$ cat src/rtl/core/tmoc_pkg.sv
package tmoc_pkg;

  // Default tile store geometry.
  localparam int TMOC_MAP_COLS = 32;
  localparam int TMOC_MAP_ROWS = 32;

  // Clamp limits for the overlay side and the opacity.
  localparam logic [7:0] SIZE_MIN = 8'd32;
  localparam logic [7:0] SIZE_MAX = 8'd192;
  localparam logic [8:0] OPA_MIN  = 9'd26;
  localparam logic [8:0] OPA_MAX  = 9'd256;
  localparam logic [8:0] OPA_FULL = 9'd256;

  // Fixed colors.
  localparam logic [31:0] DARK_GREY    = 32'hFF10_1010;
  localparam logic [31:0] PARTY_WHITE  = 32'hFFFF_FFFF;
  localparam logic [31:0] ARROW_YELLOW = 32'hFFFF_FF00;
  localparam logic [7:0]  ALPHA_OPAQUE = 8'hFF;

  // Configuration register indexes.
  localparam logic [2:0] CFG_MODE   = 3'd0;
  localparam logic [2:0] CFG_SIZE   = 3'd1;
  localparam logic [2:0] CFG_OPA    = 3'd2;
  localparam logic [2:0] CFG_PCOL   = 3'd3;
  localparam logic [2:0] CFG_PROW   = 3'd4;
  localparam logic [2:0] CFG_FACING = 3'd5;
  localparam logic [2:0] CFG_FWIDTH = 3'd6;

  // Overlay modes; any mode above "all" shows visited cells only.
  localparam logic [1:0] MODE_OFF = 2'd0;
  localparam logic [1:0] MODE_ALL = 2'd1;

  // Request operations.
  localparam logic OP_WRITE = 1'b0;
  localparam logic OP_PIXEL = 1'b1;

  typedef enum logic [1:0] {
    FACE_N = 2'd0,
    FACE_E = 2'd1,
    FACE_S = 2'd2,
    FACE_W = 2'd3
  } facing_t;

  typedef enum logic [3:0] {
    KIND_WALL      = 4'd0,
    KIND_FLOOR     = 4'd1,
    KIND_DOOR      = 4'd2,
    KIND_LOCKED    = 4'd3,
    KIND_STAIRS_UP = 4'd4,
    KIND_STAIRS_DN = 4'd5,
    KIND_SHOP      = 4'd6,
    KIND_TELEPORT  = 4'd7,
    KIND_GENERATOR = 4'd8,
    KIND_TERMINAL  = 4'd9
  } cell_kind_t;

  // Clamped and derived configuration seen by the pipeline.
  typedef struct packed {
    logic [1:0]  mode;
    logic [7:0]  size;
    logic [6:0]  half;
    logic [5:0]  quarter;
    logic [8:0]  opa;
    logic [4:0]  pcol;
    logic [4:0]  prow;
    logic [1:0]  facing;
    logic [12:0] fwidth;
  } tmoc_cfg_t;

  // Request fields carried along the pipeline.
  typedef struct packed {
    logic        op;
    logic [11:0] pos_x;
    logic [11:0] pos_y;
    logic [3:0]  kind;
    logic        seen;
    logic [31:0] bg;
    logic        bypass;
    logic        arrow;
  } tmoc_carry_t;

  // Geometry front end to cell lookup.
  typedef struct packed {
    tmoc_carry_t        carry;
    logic [6:0]         q0x;
    logic [6:0]         q0y;
    logic signed [15:0] remx;
    logic signed [15:0] remy;
  } tmoc_geo_t;

  // Cell lookup to blender.
  typedef struct packed {
    logic        bypass;
    logic        arrow;
    logic [31:0] bg;
    logic        in_map;
    logic        party;
    logic [3:0]  kind;
    logic        seen;
  } tmoc_cell_t;

  // Palette color of a cell kind; unpainted codes are dark grey.
  function automatic logic [31:0] palette_color(input logic [3:0] kind);
    logic [31:0] c;
    case (cell_kind_t'(kind))
      KIND_WALL:      c = 32'hFF40_4040;
      KIND_FLOOR:     c = 32'hFF80_8080;
      KIND_DOOR:      c = 32'hFF8B_4513;
      KIND_LOCKED:    c = 32'hFFFF_4500;
      KIND_STAIRS_UP: c = 32'hFF00_FF00;
      KIND_STAIRS_DN: c = 32'hFF00_CC00;
      KIND_SHOP:      c = 32'hFFFF_D700;
      KIND_TELEPORT:  c = 32'hFF8A_2BE2;
      KIND_GENERATOR: c = 32'hFFFF_0000;
      KIND_TERMINAL:  c = 32'hFF00_BFFF;
      default:        c = DARK_GREY;
    endcase
    return c;
  endfunction

endpackage

$ cat src/rtl/core/tmoc_geom.sv
module tmoc_geom (
  input  logic                clk,
  input  logic                rst_n,
  input  tmoc_pkg::tmoc_cfg_t cfg,
  input  logic                up_valid,
  output logic                up_ready,
  input  logic                op,
  input  logic [11:0]         pos_x,
  input  logic [11:0]         pos_y,
  input  logic [3:0]          kind,
  input  logic                seen,
  input  logic [31:0]         bg,
  output logic                dn_valid,
  input  logic                dn_ready,
  output tmoc_pkg::tmoc_geo_t dn_data
);
  import tmoc_pkg::*;

  function automatic logic is_step(input logic [8:0] d);
    return (d == 9'd1) || (d == 9'd2) || (d == 9'd3);
  endfunction

  logic               en1, en2, en3;
  logic signed [14:0] left, px_full;
  logic signed [12:0] py_full;
  logic               in_box, arrow;
  logic [8:0]         dx, dy;

  logic        s1_v_r, s2_v_r, s3_v_r;
  tmoc_carry_t s1_c_r, s2_c_r, s3_c_r;
  logic [7:0]  s1_px_r, s1_py_r;
  logic [14:0] s2_prodx_r, s2_prody_r;
  logic [6:0]  s2_q0x_r, s2_q0y_r, s3_q0x_r, s3_q0y_r;
  logic [14:0] qsx, qsy;
  logic signed [15:0] s3_remx_r, s3_remy_r;

  // Stall propagates back only through full stages.
  assign en3      = !s3_v_r || dn_ready;
  assign en2      = !s2_v_r || en3;
  assign en1      = !s1_v_r || en2;
  assign up_ready = en1;

  // Overlay placement and the overlay box test.
  always_comb begin
    left    = $signed({2'b0, cfg.fwidth}) - $signed({7'b0, cfg.size}) - 15'sd4;
    px_full = $signed({3'b0, pos_x}) - left;
    py_full = $signed({1'b0, pos_y}) - 13'sd4;
    in_box  = (cfg.mode != MODE_OFF) && ({1'b0, pos_x} < cfg.fwidth) &&
              !px_full[14] && (px_full < $signed({7'b0, cfg.size})) &&
              !py_full[12] && (py_full < $signed({5'b0, cfg.size}));
  end

  // Arrow pixels: one to three steps from the overlay center along the facing.
  always_comb begin
    dx = {1'b0, px_full[7:0]} - {2'b0, cfg.half};
    dy = {1'b0, py_full[7:0]} - {2'b0, cfg.half};
    case (facing_t'(cfg.facing))
      FACE_N:  arrow = (dx == 9'd0) && is_step(9'd0 - dy);
      FACE_E:  arrow = (dy == 9'd0) && is_step(dx);
      FACE_S:  arrow = (dx == 9'd0) && is_step(dy);
      FACE_W:  arrow = (dy == 9'd0) && is_step(9'd0 - dx);
      default: arrow = 1'b0;
    endcase
  end

  // Valid bits.
  always_ff @(posedge clk) begin
    if (!rst_n) begin
      s1_v_r <= 1'b0;
      s2_v_r <= 1'b0;
      s3_v_r <= 1'b0;
    end else begin
      if (en1) s1_v_r <= up_valid;
      if (en2) s2_v_r <= s1_v_r;
      if (en3) s3_v_r <= s2_v_r;
    end
  end

  // Stage one: request capture with overlay-relative position.
  always_ff @(posedge clk) begin
    if (en1) begin
      s1_c_r  <= '{op: op, pos_x: pos_x, pos_y: pos_y, kind: kind, seen: seen, bg: bg,
                   bypass: !in_box, arrow: arrow};
      s1_px_r <= px_full[7:0];
      s1_py_r <= py_full[7:0];
    end
  end

  // Stage two: scaled position px*2R and the estimate px/2 of the quotient.
  always_ff @(posedge clk) begin
    if (en2) begin
      s2_c_r     <= s1_c_r;
      s2_prodx_r <= 15'(s1_px_r) * 15'({cfg.quarter, 1'b0});
      s2_prody_r <= 15'(s1_py_r) * 15'({cfg.quarter, 1'b0});
      s2_q0x_r   <= s1_px_r[7:1];
      s2_q0y_r   <= s1_py_r[7:1];
    end
  end

  // Stage three: remainder of the estimate, corrected downstream.
  assign qsx = 15'(s2_q0x_r) * 15'(cfg.size);
  assign qsy = 15'(s2_q0y_r) * 15'(cfg.size);

  always_ff @(posedge clk) begin
    if (en3) begin
      s3_c_r    <= s2_c_r;
      s3_q0x_r  <= s2_q0x_r;
      s3_q0y_r  <= s2_q0y_r;
      s3_remx_r <= $signed({1'b0, s2_prodx_r}) - $signed({1'b0, qsx});
      s3_remy_r <= $signed({1'b0, s2_prody_r}) - $signed({1'b0, qsy});
    end
  end

  assign dn_valid = s3_v_r;
  assign dn_data  = '{carry: s3_c_r, q0x: s3_q0x_r, q0y: s3_q0y_r,
                      remx: s3_remx_r, remy: s3_remy_r};

endmodule

$ cat config.mk
export PLATFORM = sky130hd
export DESIGN_NAME = tmoc_geom
export DESIGN_NICKNAME = d
export VERILOG_FILES = /design/src/rtl/core/tmoc_pkg.sv /design/src/rtl/core/tmoc_geom.sv
export SDC_FILE = /design/constraint.sdc
export NUM_CORES = 1
export LEC_CHECK = 0
export BUFFER_PORTS_ARGS = -buffer_cell sky130_fd_sc_hd__buf_2
export CORE_UTILIZATION = 53
export DETAILED_ROUTE_END_ITERATION = 12
export GPL_TIMING_DRIVEN = 0
export PLACE_DENSITY = 0.77
export SLEW_MARGIN = 20
export SYNTH_ARGS = -nofsm -noshare
export SYNTH_HDL_FRONTEND = slang
export SYNTH_SLANG_ARGS = --single-unit
$ cat constraint.sdc
create_clock -name clk -period 5.8 [get_ports clk]
set_input_delay 0.58 -clock clk [delete_from_list [all_inputs] [get_ports clk]]
set_output_delay 0.58 -clock clk [all_outputs]
set_load 0.02 [all_outputs]
==> Word level (Yosys, flattened, before mapping) <==
Cells that the tools add are included.
{ "word_totals": {"register_bits": 299, "inputBits": 123, "output_inout_bits": 112, "word_cells": 100} }
{ "classes": {"addsub": 10, "n_mul": 4, "order_cmp": 3, "eq_ne": 15, "mux": 1, "reduce_logical": 30} }
{ "op_table": {"columns": ["op", "n"], "rows": [
  ["== test 9 x 2 -> 1 bit (second input constant)", 8],
  ["== test 9 x 1 -> 1 bit (second input constant)", 4],
  ["subtractor 15 x 15 -> 16 bit", 2],
  ["multiplier 7 x 8 -> 15 bit", 2],
  ["multiplier 8 x 6 -> 14 bit", 2],
  ["zero test 9 bit", 2],
  ["subtractor 1 x 9 -> 9 bit (first input constant)", 2],
  ["subtractor 8 x 7 -> 9 bit", 2],
  ["less-than comparator 15 x 9 -> 1 bit", 1],
  ["subtractor 13 x 15 -> 15 bit", 1],
  ["subtractor 14 x 4 -> 15 bit (second input constant)", 1],
  ["subtractor 13 x 8 -> 14 bit", 1],
  ["less-than comparator 12 x 13 -> 1 bit", 1],
  ["less-than comparator 13 x 9 -> 1 bit", 1],
  ["subtractor 12 x 3 -> 13 bit (second input constant)", 1],
  ["logical OR 1 bit", 11],
  ["logical AND 1 bit", 9],
  ["zero test 1 bit", 6],
  ["== test 2 bit (second input constant)", 2],
  ["case mux 1 bit (4 select lines)", 1],
  ["== test 2 x 1 -> 1 bit (second input constant)", 1],
  ["zero test 2 bit", 1],
  ["nonzero test 2 bit", 1]
]} }

==> Longest topological paths before layout <==
Gate-level depths: netlist (run 1).
{ "logic_depth": {"word_depth": 10, "mapped_depth": 27, "depth_no_buf": 26} }

==> Worst setup path after synthesis (run 1) <==
No wires, ideal clock.
{ "synth_timing": {"path_type": "input port to flip-flop", "from": "input cfg[48] in the netlist's numbering", "to": "register s1_c_r[0] in the netlist's numbering, data pin", "setup_ns": 0.135, "t_arrival_ns": 5.656, "required_ns": 5.665, "slack_ns": 0.009, "cell_stages": 25, "path_buffers": 1, "cell_sequence": "clkbuf_1 -> inv_1 -> ha_1 -> nor2b_1 -> o31ai_1 -> a21oi_1 -> or2_2 -> ha_1 -> ha_1 -> inv_1 -> o21ai_0 -> nor2_1 -> xnor2_1 -> ha_1 -> o21a_1 -> o22a_1 -> xnor2_1 -> nor4_1 -> nor4b_1 -> ha_1 -> nor4_1 -> and3_1 -> and4_1 -> o221ai_1 -> nand3_1"} }
{ "synth_via": {"elab_chain_cells": 10, "word_cells_on_any_way": 21, "classes_between": "add/sub (5); eq/ne (6); mux (1); reduce/logical (9)"} }
{ "synth_lines": {"columns": ["item", "line_no", "text"], "rows": [
  ["from (decl)", "tmoc_geom.sv:4", "input tmoc_pkg::tmoc_cfg_t cfg,"],
  ["subtractor 13 x 8 -> 14 bit *", "tmoc_geom.sv:45", "left = $signed({2'b0, cfg.fwidth}) - $signed({7'b0, cfg.size}) - 15'sd4;"],
  ["subtractor 14 x 4 -> 15 bit *", "tmoc_geom.sv:45", null],
  ["subtractor 13 x 15 -> 15 bit *", "tmoc_geom.sv:46", "px_full = $signed({3'b0, pos_x}) - left;"],
  ["via px_full[6]", "tmoc_geom.sv:24", "logic signed [14:0] left, px_full;"],
  ["subtractor 8 x 7 -> 9 bit *", "tmoc_geom.sv:55", "dx = {1'b0, px_full[7:0]} - {2'b0, cfg.half};"],
  ["subtractor 1 x 9 -> 9 bit", "tmoc_geom.sv:61", "FACE_W: arrow = (dy == 9'd0) && is_step(9'd0 - dx);"],
  ["== test 9 x 1 -> 1 bit / == test 9 x 2 -> 1 bit (equally long branches)", "tmoc_geom.sv:20", "return (d == 9'd1) || (d == 9'd2) || (d == 9'd3);"],
  ["logical OR 1 bit (2 in a row)", "tmoc_geom.sv:20", null],
  ["logical AND 1 bit", "tmoc_geom.sv:61", null],
  ["case mux 1 bit (4 select lines) *", "tmoc_geom.sv:57", "case (facing_t'(cfg.facing))"],
  ["via arrow", "tmoc_geom.sv:26", "logic in_box, arrow;"],
  ["to (signal assigned)", "tmoc_geom.sv:82", "s1_c_r <= '{op: op, pos_x: pos_x, pos_y: pos_y, kind: kind, seen: seen, bg: bg,"],
  ["to (decl)", "tmoc_geom.sv:30", "tmoc_carry_t s1_c_r, s2_c_r, s3_c_r;"]
]} }
The timed path passes the listed nets; every way through them passes the cells marked *.
A chain may end at the register's enable or synchronous reset.

==> Final worst setup path (run 1) <==
Same ends and word-level chain as after synthesis.

==> out/metrics.csv, run 1 <==
metric,value,unit
Final Cell Area,22000,um2
R2R Setup Slk,0.89,ns
CP Launch Type,input port,
register area share after synthesis,0.461,
routed wire length,38900,um
Initial Utilization,0.538,
Congestion Overflow GR,0,
"EDFF count, synth",292,
min-delay worst type,input port to flop,
async set or reset register ratio after synthesis,0,
Final period util,0.975,
slew margin rel.,0.487,
share of cells above drive strength 1,0.164,
first-pass GRT wire length,61900,um
Synth Warn #,0,
outcome,"complete, no violations",
clk sinks,295,
Crit. End Element,flop,
routability cong.,0.865,
Mapped Cells,1582,
antenna violations before repair,5,
"critical path fanouts, max",18,
synth top area cells,"edfxtp_1, fa_1, ha_1, inv_1, and2_1",
"FF+latch count, synth",295,
Post-DP Area,20900,um2
Antenna Nets Post-Route,0,
CP peak stage delay,0.50,ns
WP buf/inv,4,
Max Fclk,177,MHz
Post-synth top cells,"edfxtp_1, inv_1, ha_1",
"Top FF cell, synth",edfxtp_1,
syn avg cell area,12.1,um2
clock root buffer,clkbuf_16,
critical path's slowest cell,fa_1,
die height,192,um
Least-Margin Pin Slew,0.770,ns
crit path cell chain,"buf_6, clkinvlp_4, buf_4, fa_1, inv_1, ha_1, ha_1, fa_1, a21o_1, a21oi_1, xnor2_1, ha_1, o21a_1, o22a_1, xnor2_1, nor4_2, nor4b_4, ha_1, nand3b_1, nor3_1, nand4_1, or4_1, nand3_1",
Synth Cell Area,19100,um2
Nets,2282,
First DRT Iteration DRCs,543,
syn nets,2031,
total number of vias,12441,
CP Class,input port to flop,
drc violations,0,
DR pass1 iterations,5,
arrival time at the worst endpoint,6.09,ns
final hold violations,0,
total number of H-tree levels,1,
CTS Hold Buffers Added,0,
skew final,0.0252,ns
cts bufs inserted,31,
Rows,69,
Yosys cell types,72,
"Clk pin slew, worst setup/hold paths",0.06,ns
# setup viols final,0,
Core ar.,35600,um2
routed length per instance,16.8,um
Global Route Usage Sum,0.212,
most common cell in the synthesized netlist,edfxtp_1,
crit-path most repeated cell,ha_1,
Final Critical Period,5.65,ns
vias per std cell,5.36,
"Clk Latency, worst-skew pair",0.59,ns
Worst EP required,6.24,ns
Synth area leader,edfxtp_1,
I/O Buffers,214,
max-slew violations,0,
Ports,235,
max_cap viols,0,
vias in the first global route,12631,
critical path's top delay family,adder cells,
Die W,192,um
Yosys top cell area share,0.458,
hpwl dp,30200,um
largest net degree at the start of global routing,83,
CTS tree,yes,
synthesis-to-layout area growth,14.9,%
die area,36900,um2
CTS Buffer Depth,3,
[registers in the layout (all words and copies together), names as in the netlist]
signal      cells
s1_c_r         64
s1_v_r          1
dn_data        64
s3_q0y_r        6
s1_px_r         8
s2_q0x_r        7
dn_valid        1
s3_remy_r      16
s2_prody_r     14
s2_v_r          1
s2_q0y_r        6
s3_q0x_r        7
s1_py_r         6
s3_remx_r      16
s2_prodx_r     14
s2_c_r         64
[path summary, 6_finish.rpt]
kind                                  start            end  depth (start not counted)
worst max-delay path                cfg[48]      s1_c_r[0]                         23
worst min-delay path                 bg[25]     s1_c_r[27]                          1
worst min register to register   s1_c_r[56]     s2_c_r[56]                          0
worst max register to register  s2_q0y_r[2]  s3_remy_r[13]                         14
[layer usage]
metal  vias to the layer above  global-route usage  routed length, um
met1                      6104               0.269              16000
li1                       5938                   -                  -
met5                         -                   0                 46
met2                       315               0.369              19800
met3                        76              0.0329               2080
met4                         8              0.0745               1040
[placed cells by master, fill, tap and decap left out, types with 20 or more instances in the layout]
cell	n
a21o_1	20
a21oi_1	57
and2_1	117
buf_2	211
clkbuf_1	24
clkbuf_16	31
edfxtp_1	292
fa_1	138
ha_1	187
inv_1	249
nand2_1	124
nor2_1	59
o21ai_0	29
xnor2_1	43
xor2_1	22
[metrics by stage]
stage / setup WS (ns) / std cells / hold slack, ns / TNS (ns) / utilization
CTS: 0.113 / 2315 / 0.150 / 0 / 0.616
detailed placement: -1.77 / 2260 / 0.405 / -2.27 / 0.587
finish: 0.148 / 2320 / 0.173 / 0 / 0.618
global route: -0.0852 / 2320 / 0.153 / -0.0852 / 0.618
global placement: -1.52 / 2257 / 0.400 / -1.93 / 0.584
floorplan: 0.00879 / 1582 / 0.400 / 0 / -
[kinds of logic (layout without fill, tap and decap cells)]
kind of cell / after synthesis / count (layout) / share of synthesized area
AO/OA/AOI/OAI: 200 / 200 / 0.0710
XOR/XNOR: 67 / 67 / 0.0311
adder cells (fa/ha/maj): 326 / 326 / 0.267
buffers and inverters: 270 / 546 / 0.0535
flip-flops: 295 / 295 / 0.461
multiplexers: 4 / 4 / 0.00216
other: 0 / 1 / 0
AND/OR/NAND/NOR: 420 / 420 / 0.114
[layout make-up]
class                   instances  area (um2)
clock buffers                  46         872
clock inverters                12         109
fillers                      2793       13600
flip-flops and latches        295        8830
well taps                     461         577
diodes                          1        2.50
repair buffers                222        1190
inverters                     251         951
plain buffers                  15        67.6
multi-input cells            1017        9390
[what timing repair did]
action	CTS	global route
resized for setup	8	12
setup endpoints to repair	1	1
pin swaps	2	4
setup buffers	1	4
gates cloned	0	0
Power of run 1 is not shown: default switching activity piles up to over one toggle a cycle in this logic, so the estimate is an artifact.
==> inputs of run 2 (changes only) <==
--- a/config.mk
+++ b/config.mk
@@ -5,7 +5,7 @@
 export SDC_FILE = /design/constraint.sdc
 export NUM_CORES = 1
 export LEC_CHECK = 0
-export BUFFER_PORTS_ARGS = -buffer_cell sky130_fd_sc_hd__buf_2
+export BUFFER_PORTS_ARGS = -buffer_cell sky130_fd_sc_hd__buf_4
 export CORE_UTILIZATION = 53
 export DETAILED_ROUTE_END_ITERATION = 12
 export GPL_TIMING_DRIVEN = 0
==> out/metrics.csv, run 2 (same netlist as run 1, synthesis figures left out) <==
metric,value,unit
total number of vias,12401,
critical path's slowest cell,fa_1,
Least-Margin Pin Slew,0.775,ns
Nets,2285,
max-slew violations,0,
CTS tree,yes,
die area,36900,um2
Antenna Nets Post-Route,0,
"Cell Count, Final, Fillers Out",2322,
min-delay worst type,input port to flop,
final hold violations,0,
CP Class,input port to flop,
Core ar.,35600,um2
critical path's top delay family,adder cells,
routed length per instance,16.7,um
crit path cell chain,"buf_6, clkinvlp_4, buf_4, fa_1, inv_1, ha_1, ha_1, fa_1, a21o_1, a21oi_1, xnor2_1, ha_1, o21a_1, o22a_1, xnor2_1, nor4_2, nor4b_4, ha_1, nor4_4, and3_1, and4_1, o221ai_1, nand3_1",
max_cap viols,0,
Fillers,2744,
CP peak stage delay,0.51,ns
# setup viols final,0,
first-pass GRT wire length,61500,um
"commonest non-fill, non-tap cell in the layout",edfxtp_1,
"Clk Latency, worst-skew pair",0.54,ns
CP Launch Type,input port,
Final period util,0.960,
synthesis-to-layout area growth,18.1,%
"critical path fanouts, max",18,
final core utilization,0.636,
Global Route Usage Sum,0.212,
hpwl dp,29900,um
"Clk pin slew, worst setup/hold paths",0.06,ns
clk sinks,295,
antenna violations before repair,0,
clock root buffer,clkbuf_16,
slew margin rel.,0.479,
die height,192,um
arrival time at the worst endpoint,5.97,ns
WP buf/inv,4,
crit-path most repeated cell,ha_1,
R2R Setup Slk,0.84,ns
Worst EP required,6.20,ns
Ports,235,
Crit. End Element,flop,
routability cong.,0.852,
outcome,"complete, no violations",
largest net degree at the start of global routing,82,
Final Critical Period,5.57,ns
Rows,69,
routed wire length,38700,um
skew final,0.0250,ns
Max Fclk,180,MHz
vias in the first global route,12312,
total number of H-tree levels,2,
Die W,192,um
I/O Buffers,214,
"commonest cells after routing, fill and taps aside","edfxtp_1, inv_1, buf_4",
Congestion Overflow GR,0,
DR pass1 iterations,5,
Hold Slack,0.219,ns
Initial Utilization,0.538,
antenna cells,0,
CTS Buffer Depth,3,
drc violations,0,
Post-Place Cells,2260,
cts bufs inserted,35,
First DRT Iteration DRCs,592,
vias per std cell,5.34,
share of cells above drive strength 1,0.165,
==> run 2: cell types whose count changed in the layout (fill, tap and decap cells not counted), sizes merged <==
| cell | delta |
|---|---|
| clkbuf | -6 |
| clkinvlp | +1 |
| inv | +1 |
| clkinv | +5 |
| buf | +1 |
| diode | -1 |
| bufinv | +1 |
==> run 2: timing repair <==
action                                  CTS  global route
resized for setup                         6             7
hold buffers                              0             0
pin swaps                                 1             4
endpoints found under the setup margin    1             1
setup buffers                             3             1
hold endpoints to repair                  0             0
==> run 2: through the flow <==
stage	cell area, um2	setup WS [ns]	setup TNS, ns
floorplan	19100	0.00879	0
global placement	21300	-1.37	-1.73
detailed placement	21400	-1.55	-2.01
CTS	22600	0.0225	0
global route	22600	-0.0345	-0.0345
finish	22600	0.230	0
==> run 2: path summary, 6_finish.rpt <==
path / from / to / depth (start not counted)
worst max-delay path: cfg[48] / s1_c_r[0] / 23
worst min-delay path: bg[30] / s1_c_r[32] / 1
worst max register to register: s2_q0y_r[1] / s3_remy_r[13] / 14
worst min register to register: s2_c_r[44] / dn_data[90] / 0
==> run 2: final cells by class <==
| class | instances | area, um2 | area share |
|---|---|---|---|
| clock buffer | 42 | 902 | 0.0399 |
| multi-input combinational | 1017 | 9380 | 0.415 |
| sequential | 295 | 8830 | 0.390 |
| buffer | 15 | 67.6 | 0.00299 |
| clock inverter | 20 | 193 | 0.00852 |
| inverter | 251 | 951 | 0.0421 |
| timing repair buffer | 221 | 1720 | 0.0759 |
| tap | 461 | 577 | 0.0255 |
==> run 2: worst reg2reg max path, cell delays in order (launching register included) <==
cell and delay, ns:
edfxtp_1 0.54, and2_1 0.23, fa_1 0.52, fa_1 0.55, inv_1 0.05, fa_1 0.40, fa_1 0.51, ha_1 0.40
a21o_1 0.19, a21o_1 0.17, a21oi_1 0.36, o2111ai_1 0.25, a31o_2 0.30, a21oi_1 0.16, xnor2_1 0.08
==> run 2: routing by layer <==
metal,up-vias,track usage,share of wire
li1,5941,-,-
met1,6058,0.275,0.42
met2,329,0.361,0.50
met3,73,0.0345,0.053
met4,0,0.0721,0.029
met5,-,0,0
Power of run 2 is left out for the same reason.
