### config.mk
export PLATFORM = sky130hd
export DESIGN_NAME = tmoc_blend
export DESIGN_NICKNAME = d
export VERILOG_FILES = /design/src/rtl/core/tmoc_pkg.sv /design/src/rtl/core/tmoc_blend.sv
export SDC_FILE = /design/constraint.sdc
export NUM_CORES = 1
export LEC_CHECK = 0
export BUFFER_PORTS_ARGS = -buffer_cell sky130_fd_sc_hd__buf_2
export CAP_MARGIN = 20
export CORE_MARGIN = 2
export CORE_UTILIZATION = 45
export CTS_CLUSTER_SIZE = 10
export DETAILED_ROUTE_END_ITERATION = 8
export GPL_ROUTABILITY_DRIVEN = 0
export SKIP_CTS_REPAIR_TIMING = 1
export SKIP_LAST_GASP = 1
export SYNTH_ARGS = -nofsm -noshare
export SYNTH_HDL_FRONTEND = slang
export SYNTH_SLANG_ARGS = --single-unit
### constraint.sdc
create_clock -name clk -period 10.6 [get_ports clk]
set_clock_uncertainty 0.05 [all_clocks]
set_input_delay 0.53 -clock clk [delete_from_list [all_inputs] [get_ports clk]]
set_output_delay 0.53 -clock clk [all_outputs]
set_load 0.005 [all_outputs]
### src/rtl/core/tmoc_pkg.sv
package tmoc_pkg;

  // Default tile store geometry.
  localparam int TMOC_MAP_COLS = 32;
  localparam int TMOC_MAP_ROWS = 32;

  // Clamp limits for the overlay side and the opacity.
  localparam logic [7:0] SIZE_MIN = 8'd32;
  localparam logic [7:0] SIZE_MAX = 8'd192;
  localparam logic [8:0] OPA_MIN  = 9'd26;
  localparam logic [8:0] OPA_MAX  = 9'd256;
  localparam logic [8:0] OPA_FULL = 9'd256;

  // Fixed colors.
  localparam logic [31:0] DARK_GREY    = 32'hFF10_1010;
  localparam logic [31:0] PARTY_WHITE  = 32'hFFFF_FFFF;
  localparam logic [31:0] ARROW_YELLOW = 32'hFFFF_FF00;
  localparam logic [7:0]  ALPHA_OPAQUE = 8'hFF;

  // Configuration register indexes.
  localparam logic [2:0] CFG_MODE   = 3'd0;
  localparam logic [2:0] CFG_SIZE   = 3'd1;
  localparam logic [2:0] CFG_OPA    = 3'd2;
  localparam logic [2:0] CFG_PCOL   = 3'd3;
  localparam logic [2:0] CFG_PROW   = 3'd4;
  localparam logic [2:0] CFG_FACING = 3'd5;
  localparam logic [2:0] CFG_FWIDTH = 3'd6;

  // Overlay modes; any mode above "all" shows visited cells only.
  localparam logic [1:0] MODE_OFF = 2'd0;
  localparam logic [1:0] MODE_ALL = 2'd1;

  // Request operations.
  localparam logic OP_WRITE = 1'b0;
  localparam logic OP_PIXEL = 1'b1;

  typedef enum logic [1:0] {
    FACE_N = 2'd0,
    FACE_E = 2'd1,
    FACE_S = 2'd2,
    FACE_W = 2'd3
  } facing_t;

  typedef enum logic [3:0] {
    KIND_WALL      = 4'd0,
    KIND_FLOOR     = 4'd1,
    KIND_DOOR      = 4'd2,
    KIND_LOCKED    = 4'd3,
    KIND_STAIRS_UP = 4'd4,
    KIND_STAIRS_DN = 4'd5,
    KIND_SHOP      = 4'd6,
    KIND_TELEPORT  = 4'd7,
    KIND_GENERATOR = 4'd8,
    KIND_TERMINAL  = 4'd9
  } cell_kind_t;

  // Clamped and derived configuration seen by the pipeline.
  typedef struct packed {
    logic [1:0]  mode;
    logic [7:0]  size;
    logic [6:0]  half;
    logic [5:0]  quarter;
    logic [8:0]  opa;
    logic [4:0]  pcol;
    logic [4:0]  prow;
    logic [1:0]  facing;
    logic [12:0] fwidth;
  } tmoc_cfg_t;

  // Request fields carried along the pipeline.
  typedef struct packed {
    logic        op;
    logic [11:0] pos_x;
    logic [11:0] pos_y;
    logic [3:0]  kind;
    logic        seen;
    logic [31:0] bg;
    logic        bypass;
    logic        arrow;
  } tmoc_carry_t;

  // Geometry front end to cell lookup.
  typedef struct packed {
    tmoc_carry_t        carry;
    logic [6:0]         q0x;
    logic [6:0]         q0y;
    logic signed [15:0] remx;
    logic signed [15:0] remy;
  } tmoc_geo_t;

  // Cell lookup to blender.
  typedef struct packed {
    logic        bypass;
    logic        arrow;
    logic [31:0] bg;
    logic        in_map;
    logic        party;
    logic [3:0]  kind;
    logic        seen;
  } tmoc_cell_t;

  // Palette color of a cell kind; unpainted codes are dark grey.
  function automatic logic [31:0] palette_color(input logic [3:0] kind);
    logic [31:0] c;
    case (cell_kind_t'(kind))
      KIND_WALL:      c = 32'hFF40_4040;
      KIND_FLOOR:     c = 32'hFF80_8080;
      KIND_DOOR:      c = 32'hFF8B_4513;
      KIND_LOCKED:    c = 32'hFFFF_4500;
      KIND_STAIRS_UP: c = 32'hFF00_FF00;
      KIND_STAIRS_DN: c = 32'hFF00_CC00;
      KIND_SHOP:      c = 32'hFFFF_D700;
      KIND_TELEPORT:  c = 32'hFF8A_2BE2;
      KIND_GENERATOR: c = 32'hFFFF_0000;
      KIND_TERMINAL:  c = 32'hFF00_BFFF;
      default:        c = DARK_GREY;
    endcase
    return c;
  endfunction

endpackage

### src/rtl/core/tmoc_blend.sv
module tmoc_blend (
  input  logic                 clk,
  input  logic                 rst_n,
  input  tmoc_pkg::tmoc_cfg_t  cfg,
  input  logic                 up_valid,
  output logic                 up_ready,
  input  tmoc_pkg::tmoc_cell_t up_data,
  output logic                 dn_valid,
  input  logic                 dn_ready,
  output logic [31:0]          dn_pixel
);
  import tmoc_pkg::*;

  logic        en6, en7;
  logic        show;
  logic [31:0] fg;
  logic [8:0]  inv_opa;
  logic [31:0] pix;

  logic        s6_v_r, s7_v_r;
  logic        s6_bypass_r, s6_arrow_r;
  logic [31:0] s6_bg_r;
  logic [16:0] s6_fp_r [3];
  logic [16:0] s6_bp_r [3];
  logic [31:0] s7_pix_r;

  assign en7      = !s7_v_r || dn_ready;
  assign en6      = !s6_v_r || en7;
  assign up_ready = en6;

  // Map color of the cell.
  always_comb begin
    show = (cfg.mode == MODE_ALL) || up_data.seen;
    if (up_data.in_map && up_data.party)     fg = PARTY_WHITE;
    else if (up_data.in_map && show)         fg = palette_color(up_data.kind);
    else                                     fg = DARK_GREY;
    inv_opa = OPA_FULL - cfg.opa;
  end

  always_ff @(posedge clk) begin
    if (!rst_n) begin
      s6_v_r <= 1'b0;
      s7_v_r <= 1'b0;
    end else begin
      if (en6) s6_v_r <= up_valid;
      if (en7) s7_v_r <= s6_v_r;
    end
  end

  // Stage six: weighted channels.
  always_ff @(posedge clk) begin
    if (en6) begin
      s6_bypass_r <= up_data.bypass;
      s6_arrow_r  <= up_data.arrow;
      s6_bg_r     <= up_data.bg;
      for (int c = 0; c < 3; c++) begin
        s6_fp_r[c] <= 17'(fg[8*c +: 8]) * 17'(cfg.opa);
        s6_bp_r[c] <= 17'(up_data.bg[8*c +: 8]) * 17'(inv_opa);
      end
    end
  end

  // Stage seven: sums truncated to eight bits, then the result register.
  always_comb begin
    logic [17:0] sum;
    pix = {ALPHA_OPAQUE, 24'b0};
    for (int c = 0; c < 3; c++) begin
      sum = 18'(s6_fp_r[c]) + 18'(s6_bp_r[c]);
      pix[8*c +: 8] = sum[15:8];
    end
  end

  always_ff @(posedge clk) begin
    if (en7) begin
      if (s6_bypass_r)     s7_pix_r <= s6_bg_r;
      else if (s6_arrow_r) s7_pix_r <= ARROW_YELLOW;
      else                 s7_pix_r <= pix;
    end
  end

  assign dn_valid = s7_v_r;
  assign dn_pixel = s7_pix_r;

endmodule

After elaboration in Yosys (flattened, before gate mapping):

Memories as Yosys holds them, arrays and structs flattened.
Index checks and enable logic that the tools add are counted.

* ROM bits: 384
* bits of input ports: 102
* register bits: 68
* memories kept: 3
* bits in writable memories: 102
* output and inout bits: 34

Memories
* (name not given): words 16, width 24, read ports 1, clocked after memory_dff 0, wr ports 0, RTL line tmoc_pkg.sv:105 `case (cell_kind_t'(kind))`
* s6_bp_r: words 3, width 17, read ports 3, clocked after memory_dff 0, wr ports 3, RTL line tmoc_blend.sv:24 `logic [16:0] s6_bp_r [3];`
* s6_fp_r: words 3, width 17, read ports 3, clocked after memory_dff 0, wr ports 3, RTL line tmoc_blend.sv:23 `logic [16:0] s6_fp_r [3];`

* add/subtract/negate cells: 4
* multiply operators: 6
* multiplexer cells: 6
* reductions and logical operators: 7
* equality and inequality tests: 1

Operators by type and width (count)
* $mul 8x9->17: 6
* $mux 24: 3
* $add 16x16->16: 3
* $mux 32: 1
* $sub 9x9->9 const A: 1
* $logic_or 1x1->1: 3
* $eq 2x1->1 const B: 1
* $logic_and 1x1->1: 2
* $logic_not 1->1: 2
* $mux 1: 2

Logic depth before layout (Yosys ltp):

Gate-level depths: netlist of run 1.

* word-level depth: 6
* mapped depth: 24

Worst setup path before layout of run 1:

OpenSTA, ideal clock, no wires.

* path kind: input to register
* start: input up_data[1] in the netlist's numbering
* end: memory s6_fp_r[2][14], in the netlist s6_fp_r[0][48] (data pin)
* data required time: 10.292 ns
* slack: 4.938 ns
* setup time: 0.258 ns
* stages on the path: 21
* data arrival time: 5.354 ns
* path through: inv_1 ha_1 a21oi_1 o21ai_0 a211oi_1 nor2b_1 fa_1 inv_1 fa_1 inv_1 fa_1 inv_1 fa_1 inv_1 ha_1 nand2_1 o21ai_1 or4_1 a31o_1 a31oi_1 xnor2_1

RTL lines
* start, declared: RTL line tmoc_blend.sv:7 `input tmoc_pkg::tmoc_cell_t up_data,`
* end, declared: RTL line tmoc_blend.sv:23

==> impl_metrics.py, run 1 <==
metrics = {
    "status": {
        "status": "finished, final reports clean",
    },
    "sta": {
        "rsz0062_at_grt": "false",
        "final.setup.tns_ps": 0,
        "hold_viol": 0,
        "slew_headroom": 0.325,
        "min_period_over_period": 0.590,
        "max_freq_ghz": 0.160,
        "finalCriticalPeriod_ps": 6260,
        "drv_slew": 0,
        "setup_viol": 0,
        "worst_pin_slew_ps": 1010,
    },
    "critical_path": {
        "worstSetupPathType": "in -> reg",
        "cp_data_arrival_time_ps": 6400,
        "crit_required_ps": 10740,
        "cp_num_buf_inv": 7,
        "crit_path_max_fanout": 45,
        "crit_path_start_kind": "input pin",
        "crit_family": "adder cells",
        "cp-end-kind": "flop",
        "crit_path_max_incr_delay_ps": 600,
        "crit_chain": "buf_2 > buf_4 > inv_1 > ha_1 > xnor2_2 > buf_4 > nand2_1 > fa_1 > inv_1 > fa_1 > fa_1 > inv_1 > fa_1 > inv_1 > ha_1 > nand2_1 > o21ai_0 > or4_1 > a31oi_1 > o2bb2ai_1 > xor2_1",
        "crit_slowest_cell": "xnor2_2",
    },
    "grt": {
        "grt_max_degree": 79,
        "grt_use_total": 0.206,
        "grt-ovfl-total": 0,
        "grt_pass1_wl_um": 76100,
        "grt_pass1_vias": 14600,
        "antenna_found_initial": 7,
    },
    "synthesis": {
        "synth-seq-cells": 164,
        "synthFlopType": "edfxtp_1",
        "synthArstFlopShare": 0,
        "yosys.area.top_type": "fa_1",
        "synth_seq_area_share": 0.241,
        "ys_types": 58,
        "synth_edf_count": 162,
        "avgSynthCellArea_um2": 9.89,
        "synth.net_count": 2663,
        "synthTopCellsByArea": "fa_1 24%, edfxtp_1 24%, ha_1 16%, and2_1 7.4%, inv_1 6.9%",
        "syn_area_um2": 20300,
        "yosysWarnings": 0,
        "synthDominantCellAreaShare": 0.242,
        "netlist_instances": 2054,
    },
    "clocking": {
        "clkTransAtPathRegs_ps": 70,
        "clock_latency_ps": 440,
        "numCtsBuffers": 17,
        "clkSinkCount": 164,
        "cts_root_buf": "clkbuf_16",
        "cts_tree": "done",
        "clk_path_buf_depth": 2,
        "htreeDepth": 4,
    },
    "detailed_routing": {
        "drc": 0,
        "drt_iter0_drc": 641,
        "vias_per_cell": 5.12,
        "routed_wl_um": 45500,
        "postRouteAntennaNets": 0,
        "first_pass_iters": 5,
        "drt-wirelength-per-cell_um": 16.7,
        "vias": 14000,
    },
    "place": {
        "portBuffers": 89,
        "hpwl_um": 35000,
    },
    "final_layout": {
        "antenna_cells": 0,
        "drive_above_1_share": 0.0758,
        "layout_commonest_cell": "inv_1",
        "most-common-layout-cells": "376 x inv_1, 261 x ha_1, 246 x fa_1",
        "area_growth_pct": 8.38,
        "fin_nets": 2733,
    },
    "die": {
        "die_y_um": 216,
        "core_um2": 44400,
        "die-area_um2": 46900,
        "dieWidth_um": 216,
        "rows": 77,
        "start_util": 0.457,
        "ios": 136,
    },
    "flow_run": {
        "drv_cap": 0,
    },
    "pwr": {
        "vdd_drop_max_v": 0.000130,
        "power_leakage_nw": 10.7,
        "power.density_nw_per_um2": 217,
        "total_power_w": 0.00478,
    },
    "worst_hold_path": {
        "hold_path_class": "in -> reg",
    },
}
[final timing paths]
| path | startpoint | endpoint | slack (ps) | cells past startpoint |
|---|---|---|---|---|
| worst max-delay path | cfg[25] | s6_bp_r[0][14] | 4340 | 21 |
| worst min-delay path | up_data[40] | s6_bypass_r | 210 | 1 |
| worst max register to register | s6_bp_r[0][23] | dn_pixel[14] | 7910 | 8 |
| worst min register to register | s6_bg_r[26] | dn_pixel[26] | 450 | 1 |
[metrics by stage]
step           setup WS, ps  hold slack [ps]   util  std cells  area (um2)
6_report               4340              207  0.496       2729       22000
3_3_place_gp           3950              429  0.483       2695       21400
3_5_place_dp           3950              435  0.483       2696       21500
5_1_grt                4050              181  0.496       2729       22000
2_1_floorplan          4940              413      -       2054       20300
4_1_cts                4380              177  0.496       2728       22000
[flip-flops by register name, indices dropped and copies added (netlist names)]
signal       cells
s6_bp_r         48
s6_fp_r         48
dn_pixel        32
s6_bg_r         32
dn_valid         1
s6_arrow_r       1
s6_bypass_r      1
s6_v_r           1
[logic make-up after synthesis]
kind of cell    count (synthesis)  synth area share
buf+inv                       430            0.0798
flops                         164             0.241
xor+xnor                      119            0.0517
fa+ha+maj                     507             0.403
mux                             2          0.000986
compound gates                203            0.0647
simple gates                  629             0.158
[per-layer routing]
layer / GRT usage / vias up / part of all wire
met5: 0 / - / 0.00095
met4: 0.0454 / 6 / 0.015
met3: 0.0268 / 52 / 0.031
met2: 0.345 / 205 / 0.47
met1: 0.285 / 7000 / 0.48
li1: - / 6696 / -
[Yosys cell counts (4+ instances only)]
| cell type | number |
|---|---|
| and2_1 | 241 |
| o31ai_1 | 4 |
| o211ai_1 | 5 |
| nor3_1 | 19 |
| a31oi_1 | 13 |
| nand2_1 | 214 |
| nor2b_1 | 22 |
| o21ai_0 | 29 |
| nand2b_1 | 21 |
| a2bb2oi_1 | 7 |
| xnor2_1 | 92 |
| ha_1 | 261 |
| or4_1 | 6 |
| nand3_1 | 19 |
| buf_2 | 5 |
| xor2_1 | 26 |
| a31o_2 | 4 |
| or2_2 | 8 |
| nor2_1 | 61 |
| edfxtp_1 | 162 |
| inv_1 | 376 |
| fa_1 | 246 |
| o21bai_1 | 8 |
| o21ai_1 | 18 |
| clkbuf_1 | 46 |
| a21o_1 | 12 |
| a21oi_1 | 52 |
| o21a_1 | 14 |
| or3_1 | 9 |
[power breakdown]
part           switching, W  internal (W)
clock              0.000277      0.000325
combinational       0.00169       0.00133
sequential        0.0000863       0.00107
[cell type report]
cell class              instances  area [um2]
clock buffers                  18         429
clock inverters                14         129
fillers                      4128       22400
inverters                     376        1410
multi-input cells            1460       13800
flip-flops and latches        164        4900
well taps                     592         741
repair buffers                105         561
(Power assumes the default switching activity.)
==> inputs of run 2 (changes only) <==
==> constraint.sdc (replaced) <==
create_clock -name clk -period 6.05 [get_ports clk]
set_clock_uncertainty 0.05 [all_clocks]
set_input_delay 0.3025 -clock clk [delete_from_list [all_inputs] [get_ports clk]]
set_output_delay 0.3025 -clock clk [all_outputs]
set_load 0.005 [all_outputs]
==> run 2 against run 1 <==
- sequential share of layout area down 0.32 points
- global-route usage rose by 0.23 points
- cell count rose by 1.4%
- largest power group unchanged
- critical endpoint is now s6_fp_r[0][31]
- core utilization increased by 0.73 points
==> impl_metrics.py, run 2 (synthesis gave the netlist of run 1 again) <==
metrics = {
    "status": {
        "status": "finished, final reports clean",
    },
    "worst_hold_path": {
        "min-delay-start": "rst_n",
        "whs_path_depth": 2,
        "hold_path_class": "in -> reg",
    },
    "critical_path": {
        "cp_data_arrival_time_ps": 5540,
        "worstSetupPathType": "in -> reg",
        "crit_required_ps": 6190,
        "crit_path_max_fanout": 8,
        "ff2ff_path_depth": 8,
        "crit_path_start_kind": "input pin",
        "r2r_start": "s6_bp_r[0][23]",
        "cp-end-kind": "flop",
        "critPathLaunch": "up_data[2]",
    },
    "clocking": {
        "numCtsBuffers": 17,
        "clkSinkCount": 164,
        "clk_path_buf_depth": 2,
        "clkTransAtPathRegs_ps": 60,
        "htreeDepth": 4,
        "cts_root_buf": "clkbuf_16",
        "cts_tree": "done",
        "clock_latency_ps": 450,
    },
    "pwr": {
        "power_leakage_nw": 10.9,
        "vdd_drop_max_v": 0.000252,
        "power.density_nw_per_um2": 376,
    },
    "die": {
        "ios": 136,
        "dieWidth_um": 216,
        "start_util": 0.457,
        "die-area_um2": 46900,
        "core_um2": 44400,
        "rows": 77,
        "die_y_um": 216,
    },
    "sta": {
        "final.setup.tns_ps": 0,
        "rsz0062_at_grt": "false",
        "drv_slew": 0,
        "fin_hold_ws_ps": 23.6,
        "worst_pin_slew_ps": 1020,
        "finalCriticalPeriod_ps": 5400,
        "max_freq_ghz": 0.185,
        "slew_headroom": 0.321,
        "setup_viol": 0,
        "min_period_over_period": 0.892,
        "hold_viol": 0,
    },
    "detailed_routing": {
        "postRouteAntennaNets": 0,
        "routed_wl_um": 46000,
        "vias": 14100,
        "drc": 0,
        "vias_per_cell": 5.09,
        "drt_iter0_drc": 827,
        "first_pass_iters": 5,
        "drt-wirelength-per-cell_um": 16.6,
    },
    "place": {
        "hpwl_um": 36200,
        "portBuffers": 89,
    },
    "final_layout": {
        "most-common-layout-cells": "376 x inv_1, 261 x ha_1, 246 x fa_1",
        "fin_nets": 2769,
        "area_growth_pct": 9.97,
        "n_fill_cell": 4087,
        "multi_input_area_um2": 13800,
        "drive_above_1_share": 0.0851,
        "seqCellArea_um2": 4900,
        "layout_commonest_cell": "inv_1",
        "reg.largest.list": "s6_bp_r (48), s6_fp_r (48)",
    },
    "grt": {
        "grt-ovfl-total": 0,
        "grt_max_degree": 78,
        "grt_use_total": 0.208,
        "grt_pass1_wl_um": 77200,
        "grt_pass1_vias": 14800,
        "antenna_found_initial": 6,
    },
    "flow_run": {
        "drv_cap": 0,
    },
}
==> run 2: routing by layer <==
layer	routed length (um)	up-vias	global-route usage	part of all wire
li1	-	6783	-	-
met1	22400	7016	0.297	0.49
met2	21200	240	0.339	0.46
met3	1640	45	0.0241	0.036
met4	721	6	0.0491	0.016
met5	41	-	0	0.00089
==> run 2: final cells by class <==
class / instances / area share
multi-input cells: 1460 / 0.620
flip-flops and latches: 164 / 0.220
inverters: 376 / 0.0632
repair buffers: 141 / 0.0397
well taps: 592 / 0.0332
clock buffers: 20 / 0.0195
clock inverters: 12 / 0.00521
diodes: 1 / 0.000112
==> run 2: worst paths after layout <==
path                    endpoint  slack, ps
setup / recovery  s6_fp_r[0][31]        650
hold reg to reg     dn_pixel[28]        450
setup reg to reg    dn_pixel[15]       3200
hold / removal          dn_valid         20
==> run 2: power by group <==
group | internal, W | switching (W) | total (W)
clock network | 0.000574 | 0.000480 | 0.00105
logic | 0.00235 | 0.00297 | 0.00533
registers | 0.00188 | 0.000152 | 0.00203
total | 0.00480 | 0.00361 | 0.00841
==> run 2: through the flow <==
step / cells / util / instance area, um2 / total power [W] / setup WS [ps]
4_1_cts: 2755 / 0.501 / 22200 / 0.00850 / 728
3_3_place_gp: 2723 / 0.488 / 21700 / 0.00727 / 367
3_5_place_dp: 2723 / 0.488 / 21700 / 0.00735 / 267
2_1_floorplan: 2054 / - / 20300 / 0.00601 / 615
5_1_grt: 2766 / 0.503 / 22300 / 0.00932 / 253
6_report: 2766 / 0.503 / 22300 / 0.00841 / 652
==> run 2: worst max-delay path: stages <==
cell and delay (ps):
buf_2 150, inv_1 150, ha_1 220, nand2_1 80
nor2_1 340, a21oi_1 80, o21ai_1 390, nand2_1 150
fa_1 540, fa_1 550, inv_1 60, fa_1 480
inv_1 50, fa_1 480, inv_1 40, ha_1 320
nand2_1 80, o21ai_1 70, or4_1 430, a41oi_1 280
o21ai_1 130, xor2_1 150
==> inputs of run 3 (changes only) <==
==> constraint.sdc (replaced) <==
create_clock -name clk -period 6.05 [get_ports clk]
set_clock_uncertainty 0.05 [all_clocks]
set_input_delay 0.605 -clock clk [delete_from_list [all_inputs] [get_ports clk]]
set_output_delay 0.605 -clock clk [all_outputs]
set_load 0.005 [all_outputs]
==> run 3 against run 2 <==
- via count fell by 0.48%
- non-clock buffer count down 1
- first-iteration DRC count down 23%
- critical path depth stayed put
- sequential power about the same
- critical endpoint unchanged
- total power rose by 1.5%
- clock power is 5% higher
- fmax fell by 4.8%
==> impl_metrics.py, run 3 (synthesis gave the netlist of run 1 again) <==
metrics = {
    "critical_path": {
        "crit_cells": 22,
        "rrSetupSlack_ps": 3210,
        "cp_num_buf_inv": 5,
        "cp_data_arrival_time_ps": 5810,
        "critPathLaunch": "up_data[2]",
        "crit_path_end": "s6_fp_r[0][31]",
        "crit_slowest_cell": "fa_1",
        "crit_path_start_kind": "input pin",
        "ff2ff_path_depth": 8,
        "r2r_end": "dn_pixel[15]",
        "crit_chain": "buf_2 > inv_1 > ha_1 > nand2_1 > nor2_1 > a21oi_1 > o21ai_1 > nand2_1 > fa_1 > fa_1 > inv_1 > fa_1 > inv_1 > fa_1 > inv_1 > ha_1 > nand2_1 > o21ai_1 > or4_1 > a41oi_1 > o21ai_1 > xor2_1",
        "crit_path_max_incr_delay_ps": 540,
        "crit_family": "adder cells",
        "r2r_start": "s6_bp_r[0][23]",
        "worstSetupPathType": "in -> reg",
        "crit_path_max_fanout": 8,
        "cp-end-kind": "flop",
        "crit_required_ps": 6190,
    },
    "final_layout": {
        "fin_util": 0.504,
        "n_fill_cell": 4106,
        "design_area_um2": 22400,
        "reg.largest.list": "s6_bp_r (48), s6_fp_r (48)",
        "fin_nets": 2768,
        "area_growth_pct": 10.2,
        "drive_above_1_share": 0.0907,
        "most-common-layout-cells": "376 x inv_1, 261 x ha_1, 246 x fa_1",
        "seqCellArea_um2": 4900,
        "multi_input_area_um2": 13800,
        "layout_commonest_cell": "inv_1",
    },
    "sta": {
        "slew_headroom": 0.297,
        "worst_pin_slew_ps": 1050,
        "setup_ws_ps": 380,
        "setup_viol": 0,
        "fin_hold_ws_ps": 275,
        "hold_viol": 0,
        "finalCriticalPeriod_ps": 5670,
        "min_period_over_period": 0.937,
        "rsz0062_at_grt": "false",
        "max_freq_ghz": 0.176,
        "drv_slew": 0,
    },
    "clocking": {
        "numCtsBuffers": 17,
        "cts_tree": "done",
        "clock_latency_ps": 460,
        "clkTransAtPathRegs_ps": 70,
        "clkSinkCount": 164,
        "cts_root_buf": "clkbuf_16",
        "clk_path_buf_depth": 2,
        "htreeDepth": 4,
    },
    "detailed_routing": {
        "drt_iter0_drc": 640,
        "postRouteAntennaNets": 0,
        "drt-wirelength-per-cell_um": 16.8,
        "vias": 14000,
        "routed_wl_um": 46400,
        "drc": 0,
        "vias_per_cell": 5.07,
        "first_pass_iters": 4,
    },
    "grt": {
        "grt-ovfl-total": 0,
        "grt_max_degree": 49,
        "antenna_found_initial": 6,
        "grt_pass1_vias": 15100,
        "grt_use_total": 0.211,
        "grt_pass1_wl_um": 78100,
    },
    "pwr": {
        "vdd_drop_max_v": 0.000215,
        "p_clk_frac": 0.128,
        "power.density_nw_per_um2": 381,
        "p_seq_frac": 0.236,
        "p_switching_w": 0.00374,
        "switching_share": 0.439,
        "p_comb_frac": 0.636,
        "power_leakage_nw": 10.9,
        "internal_power_w": 0.00479,
    },
    "status": {
        "status": "finished, final reports clean",
    },
    "place": {
        "hpwl_um": 37000,
        "placed_area_um2": 21800,
        "dp_slack_ps": -78.3,
        "portBuffers": 89,
    },
    "flow_run": {
        "drv_cap": 0,
    },
    "die": {
        "ios": 136,
        "start_util": 0.457,
        "rows": 77,
        "dieWidth_um": 216,
        "core_um2": 44400,
        "die_y_um": 216,
        "die-area_um2": 46900,
    },
    "worst_hold_path": {
        "hold_path_class": "in -> reg",
    },
}
==> run 3: stage by stage <==
stage | setup TNS, ps | total power (W) | instances
after floorplan | 0 | 0.00601 | 2054
after detailed placement | -204 | 0.00743 | 2732
final | 0 | 0.00854 | 2765
after global placement | -18.4 | 0.00734 | 2732
after global routing | 0 | 0.00946 | 2765
after CTS | 0 | 0.00861 | 2764
==> run 3: cell type report <==
cell class / count / share of cell area
Multi-Input combinational cell: 1460 / 0.618
Sequential cell: 164 / 0.219
Inverter: 376 / 0.0631
Timing Repair Buffer: 140 / 0.0398
Tap cell: 592 / 0.0331
Clock buffer: 17 / 0.0190
Clock inverter: 15 / 0.00732
Antenna cell: 1 / 0.000112
==> run 3: power by group through the flow <==
stage | combinational (W) | sequential (W) | clock, W
floorplan | 0.00401 | 0.00199 | 0
global placement | 0.00531 | 0.00203 | 0
detailed placement | 0.00540 | 0.00204 | 0
CTS | 0.00547 | 0.00202 | 0.00112
global route | 0.00625 | 0.00205 | 0.00116
finish | 0.00543 | 0.00201 | 0.00110
==> run 3: metal layers <==
layer  share of wire  up-vias  GRT usage
met4           0.016        6     0.0530
met3           0.046       51     0.0348
met2            0.47      246      0.352
met5         0.00093        -          0
met1            0.47     6941      0.288
li1                -     6779          -
==> run 3: worst min-delay path by stage <==
stage                     start  depth (start not counted)      endpoint
floorplan                s6_v_r                          1      dn_valid
global placement    s6_bg_r[25]                          1  dn_pixel[25]
detailed placement  s6_bg_r[30]                          1  dn_pixel[30]
CTS                 up_data[34]                          1   s6_bg_r[27]
global route        up_data[34]                          1   s6_bg_r[27]
finish              up_data[34]                          1   s6_bg_r[27]
